### src/gisd_pkg.sv
// Package for greedy_independent_set_by_degree: payload structs, controller states,
// degree width and the saturating degree add. No dependencies.
package gisd_pkg;

   localparam int ID_W   = 10;
   localparam int CNT_W  = 11;
   localparam int DEG_W  = 14;
   localparam logic [DEG_W-1:0] DEG_MAX = 14'd16383;

   typedef enum logic {
      FUNC_LOAD   = 1'b0,
      FUNC_FINISH = 1'b1
   } func_type;

   typedef struct packed {
      func_type          func;
      logic [ID_W-1:0]   end_a;
      logic [ID_W-1:0]   end_b;
   } req_type;

   typedef struct packed {
      logic [CNT_W-1:0]  set_size;
      logic              dropped_edges;
   } rsp_type;

   typedef enum logic [2:0] {
      ST_CLEAR,
      ST_IDLE,
      ST_LD_A,
      ST_LD_B,
      ST_SCAN,
      ST_SWEEP,
      ST_DONE
   } state_type;

   function automatic logic [DEG_W-1:0] deg_add(logic [DEG_W-1:0] d, logic [1:0] inc);
      logic [DEG_W:0] sum;
      sum = {1'b0, d} + {{(DEG_W-1){1'b0}}, inc};
      return (sum > {1'b0, DEG_MAX}) ? DEG_MAX : sum[DEG_W-1:0];
   endfunction

endpackage

### src/gisd_out.sv
// Result output register for greedy_independent_set_by_degree.
// Holds one result until the rsp channel transfers it. Uses gisd_pkg.
module gisd_out (
   input  logic             clock,
   input  logic             reset,
   input  logic             push,
   input  gisd_pkg::rsp_type push_data,
   output logic             can_push,
   output logic             rsp_valid,
   input  logic             rsp_stall,
   output gisd_pkg::rsp_type rsp_data
);
   import gisd_pkg::*;

   logic    full_ff, full_in;
   rsp_type data_ff;

   assign can_push  = !full_ff || !rsp_stall;
   assign rsp_valid = full_ff;
   assign rsp_data  = data_ff;

   always_comb begin
      full_in = full_ff;
      if (push) begin
         full_in = 1'b1;
      end else if (!rsp_stall) begin
         full_in = 1'b0;
      end
   end

   always_ff @(posedge clock) begin
      if (reset) begin
         full_ff <= 1'b0;
      end else begin
         full_ff <= full_in;
      end
      if (push) begin
         data_ff <= push_data;
      end
   end

endmodule

### config.mk
export PLATFORM = sky130hd
export DESIGN_NAME = gisd_out
export DESIGN_NICKNAME = d
export VERILOG_FILES = /design/src/gisd_pkg.sv /design/src/gisd_out.sv
export SDC_FILE = /design/constraint.sdc
export NUM_CORES = 1
export LEC_CHECK = 0
export BUFFER_PORTS_ARGS = -buffer_cell sky130_fd_sc_hd__buf_4
export CAP_MARGIN = 10
export CELL_PAD_IN_SITES_DETAIL_PLACEMENT = 0
export CELL_PAD_IN_SITES_GLOBAL_PLACEMENT = 1
export CORE_MARGIN = 3
export CORE_UTILIZATION = 29
export DETAILED_ROUTE_END_ITERATION = 10
export HOLD_SLACK_MARGIN = 0.05
export PLACE_DENSITY = 0.78
export REMOVE_ABC_BUFFERS = 1
export SLEW_MARGIN = 0
export SYNTH_ARGS = -nofsm -noshare
export SYNTH_HDL_FRONTEND = slang
export SYNTH_SLANG_ARGS = --single-unit
### constraint.sdc
create_clock -name clock -period 1.2 [get_ports clock]
set_input_delay 0.18 -clock clock [delete_from_list [all_inputs] [get_ports clock]]
set_output_delay 0.18 -clock clock [all_outputs]
set_load 0.01 [all_outputs]
# Word-level counts from Yosys, hierarchy flattened
# Cells that the tools add are included.
[classes] add_sub_neg=0 n_mul=0 n_div=0 magnitude_cmp=0 eq_ne=1 shifts=0 n_mux=2 n_bitwise=0 reduce_logical=3
[ops] operator="1-bit logical NOT" n=2
[ops] operator="1-bit two-way mux" n=2
[ops] operator="2-bit != test (second input constant)" n=1
[ops] operator="1-bit logical OR" n=1
[word_totals] regBits=13 latch_bits=0 ram_bits=0 rom_bits=0 output_inout_bits=14 mem_count=0

# Logic depth before layout (Yosys ltp)
[depth] depth_word=2 ltp_mapped=2 depth_no_buf=2

# Worst setup path after synthesis
# No wires, ideal clock.
[synth_path] path_type="register to output" start="register full_ff (netlist: rsp_valid)" end="output can_push" t_arrival_ns=0.477 slack_ns=0.543 path_stages_with_launch=2 n_path_buf=0 cell_sequence="dfxtp_1 > nand2_1"
[synth_between] elab_chain_len=2
[synth_rtl] element="start, declared" line_no="gisd_out.sv:15" rtl="logic full_ff, full_in;"
[synth_rtl] element="start signal, assigned" line_no="gisd_out.sv:35" rtl="full_ff <= full_in;"
[synth_rtl] element="1-bit logical NOT" line_no="gisd_out.sv:18" rtl="assign can_push = !full_ff || !rsp_stall;"
[synth_rtl] element="1-bit logical OR" line_no="gisd_out.sv:18"
[synth_rtl] element="end, declared" line_no="gisd_out.sv:8" rtl="output logic can_push,"
# No other way between the ends.

# Worst setup path in the final report
[layout_path] start="register data_ff, in the netlist rsp_data[3]" end="output rsp_data[3] (netlist bit)"
[layout_rtl] element="start, declared" line_no="gisd_out.sv:16" rtl="rsp_type data_ff;"
[layout_rtl] element="start signal, assigned" line_no="gisd_out.sv:38" rtl="data_ff <= push_data;"
[layout_rtl] element="end, declared" line_no="gisd_out.sv:11" rtl="output gisd_pkg::rsp_type rsp_data"
# No word-level cell between the ends.

==> out/results.txt <==
After detailed routing, the total wire length is 875 um. In this run the critical register-to-register path is captured at rsp_valid$_SDFFE_PP0P_. The number of top-level design ports was 30. The biggest fanout along the worst timing path works out to 1. The largest single stage delay on the critical path is 390 ps. The slowest stage of the critical path belongs to the cell edfxtp_1. Summing all flip-flop and latch instances after layout gives 380.4 um2. The layer flagged by global routing as most heavily used is met2. The worst setup path is of the reg2out kind. The worst-case IR drop observed on VDD is 853.0 uV. After clock tree synthesis, the clock-pin slew on the worst setup and hold paths is 70 ps.

The root buffer selected by CTS was clkbuf_4. The final cycle utilization of the critical path was 0.8270; the sink count of the clock tree was 13. Routability-driven placement finished with a final weighted congestion of 0.6349.

Dividing total power by cell area gives a power density of 1377 mW/mm2. The met3 capacity usage during global routing was 0.03814; the maximum number of buffers from clock root to sink was 2. The number of buffer and inverter instances along the worst setup path is 1, and the hold path depth is 1. Derived from the worst setup path, the maximum achievable clock frequency is 1.008 GHz. The path class of the tightest hold or removal check is in2reg. The worst setup path is launched from a register. The worst-case hold slack was 88.84 ps. The total overflow reported by the global router was 0.

Synthesis inferred 13 register bits. The tools report the register-to-register setup slack as 620 ps. The worst register-to-register path begins at rsp_valid$_SDFFE_PP0P_.

The count of cells along the worst register-to-register path works out to 2. Setup repair after global routing left no endpoint under its margin. Relative to the synthesized area, the layout overhead comes to 69.11%.

The number of H-tree levels was 1. Subtracting the final worst setup slack from the clock period gives 992.4 ps. The number of vias per cell is 4.266, and the DRC violation total after the first TritonRoute iteration is 7.

TritonCTS built the clock tree. For the final routed database, the setup TNS stands at 0 ps. The tools report the register area share after synthesis as 0.9682. In the synthesized netlist, the number of instances is 16. For the worst setup path, the data required time is 1020 ps. Clock latency on the worst-skew pair, taken at its later pin, is 260 ps. The number of antenna diodes in the final layout is 0. The post-CTS repair timing setup buffer count was 0; the worst slack after detailed placement was 500.9 ps. Once detail routing completed, the nets flagged for antenna violations numbered 0. Kind of capture point of the worst setup path: a primary output. In this run the tool buffered the top-level ports with 29 buffer cells.

The met2 usage is 0.1856. The run finished with clean final reports. The signal on the critical path passes through buf_4.

For the post-CTS resize count, the log shows 0. The total routing resource utilization after global routing was 0.09760. The total CTS buffers came out at 3.

The tools report the initial antenna violation count as 0. Average wire per standard cell: 13.67 um. The tools report the critical path arrival as 810 ps. Summing all multi-input logic gate instances after layout gives 12.51 um2. Width of the die: 42.81 um. The logs give 0 for the number of max-slew violations in the final report and 0.2890 nW for the static leakage. The wire length of the first global-routing pass was 1235 um; the overall die height was 42.81 um.

For the post-detailed-route DRC marker count, the log shows 0. The core footprint was 0.001186 mm2. The first detailed-routing pass ran for 4 iterations. For the pin count of the biggest net entering global routing, the log shows 14. The normalized max-slew margin is 0.8953.

Max-cap violations in this run came to 0. The tools report the beginning of the worst hold path as push_data[3]. The die covers 0.001832 mm2. The number of setup violations in the final report came out at 0. In this run the core area contains 12 standard-cell rows. The routed layout has 273 vias. The net count of the finished layout was 67; the worst clock skew on the final layout was 0 ps. The tools report the netlist area before placement as 392.9 um2. The fraction of final layout cells sized beyond drive strength 1 was 0.6400; the met1 track utilization from global routing was 0.08197. On the critical path the largest part of the delay comes from flip-flops. The run gives 270 as the via count of the first global-routing pass. The count of final hold-check violations was 0; the number of distinct library cell variants in the gate-level netlist after synthesis was 5. The average instance in the mapped netlist occupies 24.55 um2. For hold timing, the worst endpoint is rsp_data[3]$_DFFE_PP_. For the pin with the worst max-slew slack, the measured transition is 157.1 ps. After filler insertion, the fill cell instance count of the layout stands at 101. Setup slack on the critical path of the routed design comes to 207.6 ps. The Yosys warning count came out at 0. For the initial core utilization, the log shows 0.3312.
layout by cell type (no fill, tap or decap):
cell / count
dlygate4sd3_1: 1
a21oi_1: 1
clkbuf_4: 3
buf_4: 29
dfxtp_1: 1
nor2_1: 1
clkbuf_1: 1
nand2_1: 1
edfxtp_1: 12
layout make-up:
type                            instances  share of cell area
Sequential cell                        13              0.5725
Multi-Input combinational cell          3             0.01883
Tap cell                               14             0.02637
Timing Repair Buffer                   30              0.3427
Clock buffer                            4             0.03955
timing repair:
action                                  in CTS  in global routing
endpoints found under the setup margin       0                  0
hold buffers                                 0                  1
hold endpoints to repair                     0                  1
cell usage after synthesis:
master	number	area (um2)
dfxtp_1	1	20.02
edfxtp_1	12	360.4
a21oi_1	1	5.000
nor2_1	1	3.750
nand2_1	1	3.750
cells by family after synthesis:
family / Yosys count / share of synthesized area
AO/OA/AOI/OAI: 1 / 0.01273
flip-flops: 13 / 0.9682
AND/OR/NAND/NOR: 2 / 0.01909
state kept, by name, indices dropped and copies added (netlist names):
signal,flops
rsp_data,12
rsp_valid,1
power breakdown:
group / total [mW] / switching (mW) / internal, mW / leakage [nW]
Combinational: 0.122 / 0.0474 / 0.0751 / 0.148
Sequential: 0.544 / 0.0107 / 0.533 / 0.126
Clock: 0.249 / 0.120 / 0.128 / 0.0150
Total: 0.915 / 0.178 / 0.737 / 0.289
how the worst max path moves through the flow:
stage / end / cells after the start / slack [ps] / startpoint
3_5_place_dp: rsp_data[3] / 1 / 500 / rsp_data[3]$_DFFE_PP_
2_1_floorplan: can_push / 1 / 540 / rsp_valid$_SDFFE_PP0P_
6_report: rsp_data[3] / 1 / 210 / rsp_data[3]$_DFFE_PP_
4_1_cts: rsp_data[3] / 1 / 210 / rsp_data[3]$_DFFE_PP_
5_1_grt: can_push / 2 / 160 / rsp_valid$_SDFFE_PP0P_
3_3_place_gp: rsp_data[3] / 1 / 510 / rsp_data[3]$_DFFE_PP_
metrics by stage:
stage	instance area, um2	utilization	power, mW	instances
2_1_floorplan	392.9	-	0.5763	16
3_3_place_gp	628.1	0.5295	0.6718	59
3_5_place_dp	628.1	0.5295	0.6755	59
4_1_cts	654.4	0.5517	0.9211	63
5_1_grt	664.4	0.5601	0.9639	64
6_report	664.4	0.5601	0.9150	64
routing by layer:
| metal | part of all wire | up-vias |
|---|---|---|
| li1 | - | 128 |
| met1 | 0.29 | 132 |
| met2 | 0.62 | 11 |
| met3 | 0.071 | 2 |
| met4 | 0.0091 | 0 |
| met5 | 0 | - |
Note: power is estimated with default switching activity, not from simulation.
